<file path="src/rtl/serial_code_generator_base62_top_assert.svh">
// ----------------------------------------------------------------------------
// serial_code_generator_base62_top_assert.svh
// Assertion macros for the base-62 serial code generator
// ----------------------------------------------------------------------------
`ifndef SERIAL_CODE_GENERATOR_BASE62_TOP_ASSERT_SVH
`define SERIAL_CODE_GENERATOR_BASE62_TOP_ASSERT_SVH

`ifndef SYNTHESIS

// property holds on every clock edge outside reset
`define SCG62_ASSERT(lbl, prop, msg) \
	lbl: assert property (@(posedge clk) disable iff (!arst_n) prop) else $error(msg);

// expression never true outside reset
`define SCG62_ASSERT_NEVER(lbl, expr, msg) \
	lbl: assert property (@(posedge clk) disable iff (!arst_n) !(expr)) else $error(msg);

`else

`define SCG62_ASSERT(lbl, prop, msg)
`define SCG62_ASSERT_NEVER(lbl, expr, msg)

`endif

`endif

</file>
<file path="src/rtl/scg62_pkg.sv">
// ----------------------------------------------------------------------------
// scg62_pkg
// Types, constants and helper functions of the base-62 serial code generator
// ----------------------------------------------------------------------------
package scg62_pkg;

	localparam int MAX_MACHINE_CHARS_DEF = 4;
	localparam int MAX_VERSION_CHARS_DEF = 4;
	localparam int MAX_SERIAL_DIGITS_DEF = 11;
	localparam int MAX_CHECK_DIGITS_DEF  = 11;

	localparam int CFG_DATA_W = 32;
	localparam int CFG_ADDR_W = 3;
	localparam int CODE_W     = 32;
	localparam int LEN_W      = 3;
	localparam int DIGITS_W   = 4;
	localparam int PACK_BYTES = CODE_W / 8;

	localparam int CHAR_W   = 7;
	localparam int VALUE_W  = 64;
	localparam int DIGIT_W  = 6;
	localparam int CHUNK_W  = 16;
	localparam int CHUNKS   = VALUE_W / CHUNK_W;
	localparam int RECIP_W  = 23;
	localparam int DIV_SHIFT = 28;
	// ceil(2^28 / 62), exact for every dividend below 62 * 2^16
	localparam logic [RECIP_W-1:0] DIV_RECIP = 23'd4329605;

	localparam int HASH_SL  = 5;
	localparam int HASH_SR  = 27;
	localparam int SUM_SEED = 17;

	localparam logic [CODE_W-1:0]   MACHINE_CODE_RST  = 32'd12337;
	localparam logic [LEN_W-1:0]    MACHINE_LEN_RST   = 3'd2;
	localparam logic [CODE_W-1:0]   VERSION_CODE_RST  = 32'd48;
	localparam logic [LEN_W-1:0]    VERSION_LEN_RST   = 3'd1;
	localparam logic [DIGITS_W-1:0] SERIAL_DIGITS_RST = 4'd6;
	localparam logic [DIGITS_W-1:0] CHECK_DIGITS_RST  = 4'd2;

	localparam logic [62*8-1:0] ALPHA_STR =
		"XQWRyPlIY0Le9afUCKmnVZoDdMbFcivuJ5jx83NwBhAzrEHtksS21g7qOpGT46";

	typedef enum logic [CFG_ADDR_W-1:0] {
		REG_MACHINE_CODE  = 3'd0,
		REG_MACHINE_LEN   = 3'd1,
		REG_VERSION_CODE  = 3'd2,
		REG_VERSION_LEN   = 3'd3,
		REG_SERIAL_DIGITS = 3'd4,
		REG_CHECK_DIGITS  = 3'd5
	} cfg_reg_t;

	typedef struct packed {
		logic [DIGIT_W-1:0] rem;
		logic [CHUNK_W-1:0] chunk;
	} div_req_t;

	typedef struct packed {
		logic [CHUNK_W-1:0] quo;
		logic [DIGIT_W-1:0] rem;
	} div_rsp_t;

	// character of a base-62 digit, first alphabet entry in the top byte
	function automatic logic [CHAR_W-1:0] alpha_char(input logic [DIGIT_W-1:0] digit);
		logic [DIGIT_W-1:0] off;
		off = DIGIT_W'(61) - digit;
		return ALPHA_STR[{off, 3'b000} +: CHAR_W];
	endfunction

	// byte idx of a packed code word, low 7 bits; bytes above the word read as zero
	function automatic logic [CHAR_W-1:0] packed_char(input logic [CODE_W-1:0] word,
			input logic [3:0] idx);
		logic [CHAR_W-1:0] ch;
		if (idx < 4'(PACK_BYTES)) begin
			ch = word[{idx[1:0], 3'b000} +: CHAR_W];
		end else begin
			ch = '0;
		end
		return ch;
	endfunction

endpackage

</file>
<file path="src/rtl/serial_code_generator_base62_top.sv">
// ----------------------------------------------------------------------------
// serial_code_generator_base62_top
// Base-62 serial code generator with check digits and character permutation
// ----------------------------------------------------------------------------
// Usage: write the six configuration registers through cfg_we / cfg_addr /
// cfg_wdata while busy is low. Pulse start with serial_value while busy is
// low; the transaction is taken at that edge and busy rises.
// The block then builds the code body in a small register file: machine
// characters one per cycle, serial and check digits through one shared
// divide-by-62 unit one 16-bit chunk at a time, the hash one character
// per cycle, and the permutation offset by a bit-serial modulo.
// Results come one character per cycle with char_valid high for one cycle,
// version characters first, then the permuted body; last_char marks the end.
// The receiver cannot stall; each character is shown for one cycle only.
// Reset returns the registers to their defaults and the sequencer to idle.
// ----------------------------------------------------------------------------
`include "serial_code_generator_base62_top_assert.svh"

module serial_code_generator_base62_top #(
	parameter int MAX_MACHINE_CHARS = scg62_pkg::MAX_MACHINE_CHARS_DEF,
	parameter int MAX_VERSION_CHARS = scg62_pkg::MAX_VERSION_CHARS_DEF,
	parameter int MAX_SERIAL_DIGITS = scg62_pkg::MAX_SERIAL_DIGITS_DEF,
	parameter int MAX_CHECK_DIGITS  = scg62_pkg::MAX_CHECK_DIGITS_DEF
) (
	input  logic                              clk,
	input  logic                              arst_n,
	input  logic                              cfg_we,
	input  logic [scg62_pkg::CFG_ADDR_W-1:0]  cfg_addr,
	input  logic [scg62_pkg::CFG_DATA_W-1:0]  cfg_wdata,
	input  logic                              start,
	input  logic [scg62_pkg::VALUE_W-1:0]     serial_value,
	output logic                              busy,
	output logic                              char_valid,
	output logic [scg62_pkg::CHAR_W-1:0]      out_char,
	output logic                              last_char
);
	import scg62_pkg::*;

	localparam int BODY_MAX = MAX_MACHINE_CHARS + MAX_SERIAL_DIGITS + MAX_CHECK_DIGITS;
	localparam int IDX_W    = $clog2(BODY_MAX);
	localparam int TOT_W    = $clog2(BODY_MAX + 1);
	localparam int PW       = TOT_W + 1;
	localparam int SUM_MAX  = SUM_SEED + BODY_MAX * ((1 << CHAR_W) - 1);
	localparam int SUM_W    = $clog2(SUM_MAX + 1);
	localparam int CNT_MAX  = (BODY_MAX > SUM_W) ? BODY_MAX : SUM_W;
	localparam int CNT_W    = $clog2(CNT_MAX + 1);
	localparam int ML_W     = $clog2(MAX_MACHINE_CHARS + 1);
	localparam int VL_W     = $clog2(MAX_VERSION_CHARS + 1);
	localparam int SD_W     = $clog2(MAX_SERIAL_DIGITS + 1);
	localparam int CD_W     = $clog2(MAX_CHECK_DIGITS + 1);
	localparam int CHK_W    = $clog2(CHUNKS);

	typedef enum logic [7:0] {
		ST_IDLE = 8'b0000_0001,
		ST_MACH = 8'b0000_0010,
		ST_SDIG = 8'b0000_0100,
		ST_HASH = 8'b0000_1000,
		ST_CDIG = 8'b0001_0000,
		ST_MOD  = 8'b0010_0000,
		ST_VOUT = 8'b0100_0000,
		ST_BOUT = 8'b1000_0000
	} state_t;

	// configuration registers
	logic [CODE_W-1:0]   machine_code_q;
	logic [LEN_W-1:0]    machine_len_q;
	logic [CODE_W-1:0]   version_code_q;
	logic [LEN_W-1:0]    version_len_q;
	logic [DIGITS_W-1:0] serial_digits_q;
	logic [DIGITS_W-1:0] check_digits_q;

	// sequencer and datapath
	state_t              state_q;
	logic [CNT_W-1:0]    cnt_q;
	logic [CHK_W-1:0]    chunk_q;
	logic [DIGIT_W-1:0]  rem_q;
	logic [VALUE_W-1:0]  value_q;
	logic [VALUE_W-1:0]  hash_q;
	logic [SUM_W-1:0]    sum_q;
	logic [TOT_W-1:0]    mod_q;
	logic [CHAR_W-1:0]   body_q [BODY_MAX];
	logic                char_valid_q;
	logic [CHAR_W-1:0]   out_char_q;
	logic                last_char_q;

	logic [ML_W-1:0]     m_len;
	logic [VL_W-1:0]     v_len;
	logic [SD_W-1:0]     s_len;
	logic [CD_W-1:0]     c_len;
	logic [TOT_W-1:0]    total;
	logic [CNT_W-1:0]    cnt_nxt;
	logic [CHK_W-1:0]    chunk_sel;
	logic                chunk_last;
	logic                mach_last;
	logic                sdig_last;
	logic                hash_last;
	logic                cdig_last;
	logic                mod_last;
	logic                vout_last;
	logic                bout_last;
	div_req_t            div_req;
	div_rsp_t            div_rsp;
	logic                wr_en;
	logic [TOT_W-1:0]    wr_idx;
	logic [CHAR_W-1:0]   wr_char;
	logic [TOT_W-1:0]    rd_idx;
	logic [CHAR_W-1:0]   rd_char;
	logic [VALUE_W-1:0]  hash_nxt;
	logic [TOT_W:0]      mod_trial;
	logic [TOT_W-1:0]    mod_nxt;
	logic [PW-1:0]       px;
	logic [PW-1:0]       pl;
	logic [PW-1:0]       ptot;
	logic [PW-1:0]       pg;
	logic [PW-1:0]       phalf;
	logic [PW-1:0]       pf;
	logic [TOT_W-1:0]    perm_idx;

	// clamped lengths
	always_comb begin
		m_len = (int'(machine_len_q) > MAX_MACHINE_CHARS) ?
			ML_W'(MAX_MACHINE_CHARS) : ML_W'(machine_len_q);
		v_len = (int'(version_len_q) > MAX_VERSION_CHARS) ?
			VL_W'(MAX_VERSION_CHARS) : VL_W'(version_len_q);
		if (serial_digits_q == '0) begin
			s_len = SD_W'(1);
		end else if (int'(serial_digits_q) > MAX_SERIAL_DIGITS) begin
			s_len = SD_W'(MAX_SERIAL_DIGITS);
		end else begin
			s_len = SD_W'(serial_digits_q);
		end
		if (check_digits_q == '0) begin
			c_len = CD_W'(1);
		end else if (int'(check_digits_q) > MAX_CHECK_DIGITS) begin
			c_len = CD_W'(MAX_CHECK_DIGITS);
		end else begin
			c_len = CD_W'(check_digits_q);
		end
		total = TOT_W'(m_len) + TOT_W'(s_len) + TOT_W'(c_len);
	end

	always_comb begin
		cnt_nxt    = cnt_q + CNT_W'(1);
		chunk_sel  = CHK_W'(CHUNKS - 1) - chunk_q;
		chunk_last = (chunk_q == CHK_W'(CHUNKS - 1));
		mach_last  = (cnt_nxt == CNT_W'(m_len));
		sdig_last  = (cnt_nxt == CNT_W'(s_len));
		hash_last  = sdig_last;
		cdig_last  = (cnt_nxt == CNT_W'(c_len));
		mod_last   = (cnt_nxt == CNT_W'(SUM_W));
		vout_last  = (cnt_nxt == CNT_W'(v_len));
		bout_last  = (cnt_nxt == CNT_W'(total));
	end

	// shared divide-by-62 step
	always_comb begin
		div_req.rem   = rem_q;
		div_req.chunk = value_q[chunk_sel * CHUNK_W +: CHUNK_W];
	end

	scg62_div62 u_div62 (
		.req (div_req),
		.rsp (div_rsp)
	);

	// body write port; digits come least significant first, stored most significant first
	always_comb begin
		wr_en   = 1'b0;
		wr_idx  = TOT_W'(cnt_q);
		wr_char = alpha_char(div_rsp.rem);
		case (state_q)
			ST_MACH: begin
				wr_en   = 1'b1;
				wr_char = packed_char(machine_code_q, 4'(m_len) - 4'(1) - 4'(cnt_q));
			end
			ST_SDIG: begin
				wr_en  = chunk_last;
				wr_idx = TOT_W'(m_len) + TOT_W'(s_len) - TOT_W'(1) - TOT_W'(cnt_q);
			end
			ST_CDIG: begin
				wr_en  = chunk_last;
				wr_idx = total - TOT_W'(1) - TOT_W'(cnt_q);
			end
			default: begin
				wr_en = 1'b0;
			end
		endcase
	end

	// output position to body position: second swap loop, then the first
	always_comb begin
		px    = PW'(cnt_q);
		pl    = PW'(mod_q);
		ptot  = PW'(total);
		pg    = (px >= pl) ? (ptot + pl - PW'(1) - px) : px;
		phalf = pl >> 1;
		if (pg < phalf) begin
			pf = pl - pg;
		end else if ((pg > (pl - phalf)) && (pg <= pl)) begin
			pf = pl - pg;
		end else begin
			pf = pg;
		end
		perm_idx = pf[TOT_W-1:0];
	end

	always_comb begin
		rd_idx   = (state_q == ST_HASH) ? (TOT_W'(m_len) + TOT_W'(cnt_q)) : perm_idx;
		rd_char  = body_q[rd_idx[IDX_W-1:0]];
		hash_nxt = ((hash_q << HASH_SL) ^ (hash_q >> HASH_SR)) ^ VALUE_W'(rd_char);
		mod_trial = {mod_q, sum_q[SUM_W-1]};
		mod_nxt   = (mod_trial >= {1'b0, total}) ?
			TOT_W'(mod_trial - {1'b0, total}) : mod_trial[TOT_W-1:0];
	end

	// configuration port
	always_ff @(posedge clk or negedge arst_n) begin
		if (!arst_n) begin
			machine_code_q  <= MACHINE_CODE_RST;
			machine_len_q   <= MACHINE_LEN_RST;
			version_code_q  <= VERSION_CODE_RST;
			version_len_q   <= VERSION_LEN_RST;
			serial_digits_q <= SERIAL_DIGITS_RST;
			check_digits_q  <= CHECK_DIGITS_RST;
		end else if (cfg_we) begin
			unique case (cfg_addr)
				REG_MACHINE_CODE:  machine_code_q  <= cfg_wdata[CODE_W-1:0];
				REG_MACHINE_LEN:   machine_len_q   <= cfg_wdata[LEN_W-1:0];
				REG_VERSION_CODE:  version_code_q  <= cfg_wdata[CODE_W-1:0];
				REG_VERSION_LEN:   version_len_q   <= cfg_wdata[LEN_W-1:0];
				REG_SERIAL_DIGITS: serial_digits_q <= cfg_wdata[DIGITS_W-1:0];
				REG_CHECK_DIGITS:  check_digits_q  <= cfg_wdata[DIGITS_W-1:0];
				default: ;
			endcase
		end
	end

	// sequencer
	always_ff @(posedge clk or negedge arst_n) begin
		if (!arst_n) begin
			state_q      <= ST_IDLE;
			cnt_q        <= '0;
			chunk_q      <= '0;
			char_valid_q <= 1'b0;
		end else begin
			char_valid_q <= 1'b0;
			unique case (state_q)
				ST_IDLE: begin
					if (start) begin
						cnt_q   <= '0;
						chunk_q <= '0;
						state_q <= (m_len == '0) ? ST_SDIG : ST_MACH;
					end
				end
				ST_MACH: begin
					if (mach_last) begin
						cnt_q   <= '0;
						state_q <= ST_SDIG;
					end else begin
						cnt_q <= cnt_nxt;
					end
				end
				ST_SDIG: begin
					chunk_q <= chunk_last ? '0 : chunk_q + CHK_W'(1);
					if (chunk_last) begin
						if (sdig_last) begin
							cnt_q   <= '0;
							state_q <= ST_HASH;
						end else begin
							cnt_q <= cnt_nxt;
						end
					end
				end
				ST_HASH: begin
					if (hash_last) begin
						cnt_q   <= '0;
						state_q <= ST_CDIG;
					end else begin
						cnt_q <= cnt_nxt;
					end
				end
				ST_CDIG: begin
					chunk_q <= chunk_last ? '0 : chunk_q + CHK_W'(1);
					if (chunk_last) begin
						if (cdig_last) begin
							cnt_q   <= '0;
							state_q <= ST_MOD;
						end else begin
							cnt_q <= cnt_nxt;
						end
					end
				end
				ST_MOD: begin
					if (mod_last) begin
						cnt_q   <= '0;
						state_q <= (v_len == '0) ? ST_BOUT : ST_VOUT;
					end else begin
						cnt_q <= cnt_nxt;
					end
				end
				ST_VOUT: begin
					char_valid_q <= 1'b1;
					if (vout_last) begin
						cnt_q   <= '0;
						state_q <= ST_BOUT;
					end else begin
						cnt_q <= cnt_nxt;
					end
				end
				ST_BOUT: begin
					char_valid_q <= 1'b1;
					if (bout_last) begin
						cnt_q   <= '0;
						state_q <= ST_IDLE;
					end else begin
						cnt_q <= cnt_nxt;
					end
				end
				default: begin
					state_q <= ST_IDLE;
				end
			endcase
		end
	end

	// datapath
	always_ff @(posedge clk) begin
		if (wr_en) begin
			body_q[wr_idx[IDX_W-1:0]] <= wr_char;
		end
		case (state_q) inside
			ST_IDLE: begin
				if (start) begin
					value_q <= serial_value;
					rem_q   <= '0;
					sum_q   <= SUM_W'(SUM_SEED);
				end
			end
			ST_MACH: begin
				sum_q <= sum_q + SUM_W'(wr_char);
			end
			ST_SDIG, ST_CDIG: begin
				value_q[chunk_sel * CHUNK_W +: CHUNK_W] <= div_rsp.quo;
				rem_q  <= chunk_last ? '0 : div_rsp.rem;
				hash_q <= VALUE_W'(s_len);
				mod_q  <= '0;
				if (chunk_last) begin
					sum_q <= sum_q + SUM_W'(wr_char);
				end
			end
			ST_HASH: begin
				hash_q <= hash_nxt;
				if (hash_last) begin
					value_q <= hash_nxt;
				end
			end
			ST_MOD: begin
				mod_q <= mod_nxt;
				sum_q <= sum_q << 1;
			end
			ST_VOUT: begin
				out_char_q  <= packed_char(version_code_q, 4'(v_len) - 4'(1) - 4'(cnt_q));
				last_char_q <= 1'b0;
			end
			ST_BOUT: begin
				out_char_q  <= rd_char;
				last_char_q <= bout_last;
			end
			default: ;
		endcase
	end

	assign busy       = (state_q != ST_IDLE);
	assign char_valid = char_valid_q;
	assign out_char   = out_char_q;
	assign last_char  = last_char_q;

	`SCG62_ASSERT(a_start_busy, (start && !busy) |=> busy, "accepted transaction did not raise busy")
	`SCG62_ASSERT(a_last_gap, (char_valid && last_char) |=> !char_valid, "character after end of code")
	`SCG62_ASSERT_NEVER(a_perm_range, (state_q == ST_BOUT) && (perm_idx >= total), "permuted index out of body")

endmodule

</file>
<file path="src/rtl/scg62_div62.sv">
// ----------------------------------------------------------------------------
// scg62_div62
// One long-division step by 62 on a 16-bit chunk with incoming remainder
// ----------------------------------------------------------------------------
module scg62_div62 (
	input  scg62_pkg::div_req_t req,
	output scg62_pkg::div_rsp_t rsp
);
	import scg62_pkg::*;

	localparam int X_W = DIGIT_W + CHUNK_W;

	logic [X_W-1:0]         x;
	logic [X_W+RECIP_W-1:0] prod;
	logic [CHUNK_W-1:0]     quo;
	logic [X_W-1:0]         quo_x62;
	logic [X_W-1:0]         rem_full;

	always_comb begin
		x        = {req.rem, req.chunk};
		prod     = (X_W+RECIP_W)'(x) * (X_W+RECIP_W)'(DIV_RECIP);
		quo      = prod[DIV_SHIFT +: CHUNK_W];
		// q * 62 = q * 64 - q * 2
		quo_x62  = {quo, 6'b000000} - {5'b00000, quo, 1'b0};
		rem_full = x - quo_x62;
		rsp.quo  = quo;
		rsp.rem  = rem_full[DIGIT_W-1:0];
	end

endmodule

</file>
<file path="config.mk">
export PLATFORM = sky130hd
export DESIGN_NAME = serial_code_generator_base62_top
export DESIGN_NICKNAME = d
export VERILOG_FILES = /design/src/rtl/scg62_pkg.sv /design/src/rtl/serial_code_generator_base62_top.sv /design/src/rtl/scg62_div62.sv
export VERILOG_INCLUDE_DIRS = /design/src /design/src/rtl
export SDC_FILE = /design/constraint.sdc
export NUM_CORES = 1
export LEC_CHECK = 0
export BUFFER_PORTS_ARGS = -buffer_cell sky130_fd_sc_hd__buf_2
export CORE_MARGIN = 5
export CORE_UTILIZATION = 50
export CTS_BUF_LIST = sky130_fd_sc_hd__clkbuf_4 sky130_fd_sc_hd__clkbuf_8 sky130_fd_sc_hd__clkbuf_16
export DETAILED_ROUTE_END_ITERATION = 8
export MAX_ROUTING_LAYER = met4
export PLACE_DENSITY = 0.67
export REMOVE_ABC_BUFFERS = 1
export SYNTH_ARGS = -nofsm -noshare
export SYNTH_HDL_FRONTEND = slang
export SYNTH_HIERARCHICAL = 1
export SYNTH_SLANG_ARGS = --single-unit
</file>
<file path="constraint.sdc">
create_clock -name clk -period 15.46 [get_ports clk]
set_clock_uncertainty 0.15 [all_clocks]
set_input_delay 3.092 -clock clk [delete_from_list [all_inputs] [get_ports clk]]
set_output_delay 3.092 -clock clk [all_outputs]
set_load 0.005 [all_outputs]
</file>
==> summary.txt <==
Route
  • Total number of vias: 19440
  • Via density: 5.992
  • Starting DRC count in detailed routing: 1588
  • Routed WL: 72180 µm
  • Antenna Nets Post-Route: 0
  • Drt wl/cell: 22.25 µm
  • DRT Pass-1 Iters: 6
  • DRC: 0

Floorplan
  • Row cnt: 85
  • Starting Density: 50.62%
  • Die extent in x: 243.9 µm
  • Die ar.: 59470 µm²
  • Vert. Die Dim: 243.9 µm
  • CORE AREA: 54030 µm²
  • I/O pin total: 113

Yosys
  • Post-synthesis mux area share: 7.563%
  • Seq/Total Area, Yosys: 45.37%
  • Synth area leaders: edfxtp_1, ha_1, dfrtp_1, fa_1, nand2_1
  • Post-synthesis compound-gate area fraction: 12.43%
  • Top-count cell post-synth: edfxtp_1
  • XOR/XNOR Fraction of Synth Area: 3.395%
  • Syn Std Cell Area: 27350 µm²
  • Asr flop ratio synth: 20.14%
  • Adder-cell share of the synthesized area: 16.66%
  • #FFs+latches synth: 427
  • Main combinational cell family by area after synthesis: adder cells
  • Post-Synth Simple-Gate Area: 10.73%
  • Number of enable flip-flop cells after synthesis: 341
  • Largest area contributor in the netlist: edfxtp_1
  • Synth top area share: 37.45%
  • Syn avg cell area: 11.23 µm²
  • Synthesis warning total: 6
  • Synth unique cells: 92
  • Synth top cells by count: edfxtp_1, ha_1, nand2_1, nor2_1
  • Main synth FF type: edfxtp_1
  • Syn Inst Count: 2435

CTS
  • Clock buffer depth: 3
  • Num Clock Sinks: 427
  • Root buffer cell: clkbuf_16
  • Post_cts resized: 0
  • Post-CTS Setup Inserts: 0
  • Total clock buffers created by CTS: 44
  • CTS Hold Bufs: 0
  • H-Tree Depth: 2
  • Worst-Skew Late Latency: 0.59 ns
  • Clk pin slew, worst setup/hold paths: 0.06 ns
  • TritonCTS clock tree: built

Timing
  • Final min period: 11.62 ns
  • Worst-margin pin slew: 1.216 ns
  • Final Max Tran Viols: 0
  • Crit share post-route: 75.16%
  • Fmax: 0.08606 GHz
  • # setup viols final: 0
  • Slew HR: 18.90%
  • TNS Setup: 0 ns
  • Final Hold Viols: 0
  • RSZ-0062 raised after global routing: no

Worst hold path
  • Min-delay src: machine_code_q[26]
  • Hold Path Cell Cnt: 1
  • Worst Hold End: machine_code_q[26]
  • HP Class: flip-flop to flip-flop

Final layout
  • Final core occ: 55.83%
  • Fin cells: 3244
  • Fillers: 4573
  • Final Net Count: 2940
  • Area added between synthesis and finish: 10.30%
  • Layout cells sized above 1: 14.45%

Setup path
  • CP Data Required Time: 15.61 ns
  • Setup CP Type: flip-flop to flip-flop
  • Crit Path Max Fanout: 27
  • Critical Path Start Type: flip-flop
  • WP data arrival: 11.77 ns
  • Flop-to-flop setup slack: 3.84 ns
  • R2r worst-path depth: 38
  • Most used cell, CP: ha_1
  • Launching point of the worst reg2reg path: chunk_q[0]
  • Cell family with most CP delay: adder cells
  • Worst path slowest cell: xnor2_1
  • Worst setup EP type: flip-flop
  • Bufs and invs on worst path: 5
  • FF-to-FF End: sum_q[8]
  • CP peak stage delay: 0.96 ns

Global route
  • GRT Resource Usage Total: 24.70%
  • GR Util met2: 39.99%
  • Initial antenna violation count: 1
  • Met3 GRT Util: 3.759%
  • Met1 GRT Util: 32.94%
  • Gr busiest metal: met2
  • Largest net degree at the start of global routing: 92
  • Number of global-route vias before repair: 19790
  • GR Overflow Total: 0
  • First-pass GRT wire length: 113000 µm

Job
  • Max_cap viols: 0

Placement
  • PortBufs: 108
  • RePlAce Congestion: 0.9366
  • DP Cell Count: 3162
  • Detailed-placement wirelength estimate: 51780 µm

Run status
  • Status: completed
[worst max path at each step]
stage          cells past startpoint        end  startpoint  slack (ns)
2_1_floorplan                     39   sum_q[8]  chunk_q[0]        4.53
3_5_place_dp                      38   sum_q[8]  chunk_q[0]        3.92
3_3_place_gp                      40  sum_q[11]  chunk_q[0]        4.02
4_1_cts                           38   sum_q[8]  chunk_q[0]        3.86
6_report                          38   sum_q[8]  chunk_q[0]        3.84
5_1_grt                           40  sum_q[11]  chunk_q[0]        3.21
[flip-flops by register name (all words and copies together), names as in the netlist]
signal and cells:
last_char 1, chunk_q 2, machine_code_q 28, body_q 182, check_digits_q 4, rem_q 6, char_valid 1, sum_q 12
out_char 7, hash_q 64, serial_digits_q 4, machine_len_q 3, version_code_q 28, cnt_q 5, mod_q 5, state_q 8
version_len_q 3, value_q 64
[final cells by class]
| type | count | area, µm² | area share, % |
|---|---|---|---|
| Antenna cell | 1 | 2.502 | 0.008296 |
| Clock buffer | 53 | 1204 | 3.990 |
| Clock inverter | 28 | 341.6 | 1.132 |
| Inverter | 161 | 604.3 | 2.003 |
| Multi-Input combinational cell | 1741 | 13970 | 46.32 |
| Sequential cell | 427 | 12410 | 41.14 |
| Tap cell | 696 | 870.8 | 2.887 |
| Timing Repair Buffer | 137 | 760.7 | 2.522 |
[stage by stage]
step	setup slack [ns]	cell area, µm²	hold WS (ns)
global placement	4.021	28620	0.3334
global route	3.207	30160	0.3749
detailed placement	3.922	28620	0.3449
floorplan	4.535	26900	0.3252
CTS	3.859	30160	0.3592
finish	3.840	30160	0.3574
[cells in the final DEF, fill, tap and decap left out, types with 14 or more instances in the layout]
cell,n
edfxtp_1,341
ha_1,261
nand2_1,233
nor2_1,170
inv_1,161
a21oi_1,161
buf_2,107
xnor2_1,77
o21ai_0,75
mux2_2,73
dfrtp_1,73
fa_1,64
nand3_1,63
mux2i_1,57
clkbuf_16,46
a21o_1,45
and3_1,36
a211oi_1,32
mux4_2,30
buf_4,30
xor2_1,29
a22oi_1,25
nor3_1,21
o21ai_1,19
a31oi_1,18
and2_1,18
o22ai_1,17
nand2b_1,16
a221o_1,16
nor2b_1,14
[layer usage]
layer,vias to the layer above,part of all wire (%)
met4,0,2.6
met1,9544,43
met2,728,47
met5,-,0
met3,116,7.3
li1,9051,-
[worst reg2reg max path: cells and delay by family (launching register included)]
family | cells | cell delay (ns)
and+or+nand+nor | 5 | 0.81
adders and majority gates | 12 | 3.99
AOI/OAI and AO/OA | 12 | 2.32
DFF | 1 | 0.32
xor gates and xnor gates | 3 | 2.15
buffers and inverters | 5 | 0.86
muxes | 1 | 0.72
[cells by family (layout without fill, tap and decap cells)]
group | after synthesis | in the layout
and+or+nand+nor | 632 | 632
AOI/OAI and AO/OA | 517 | 517
DFF | 427 | 427
adders and majority gates | 326 | 326
buffers and inverters | 267 | 379
muxes | 160 | 160
xor gates and xnor gates | 106 | 106
other | 0 | 1
Power is not shown: default switching activity piles up to over one toggle a cycle in this logic, so the estimate is an artifact.
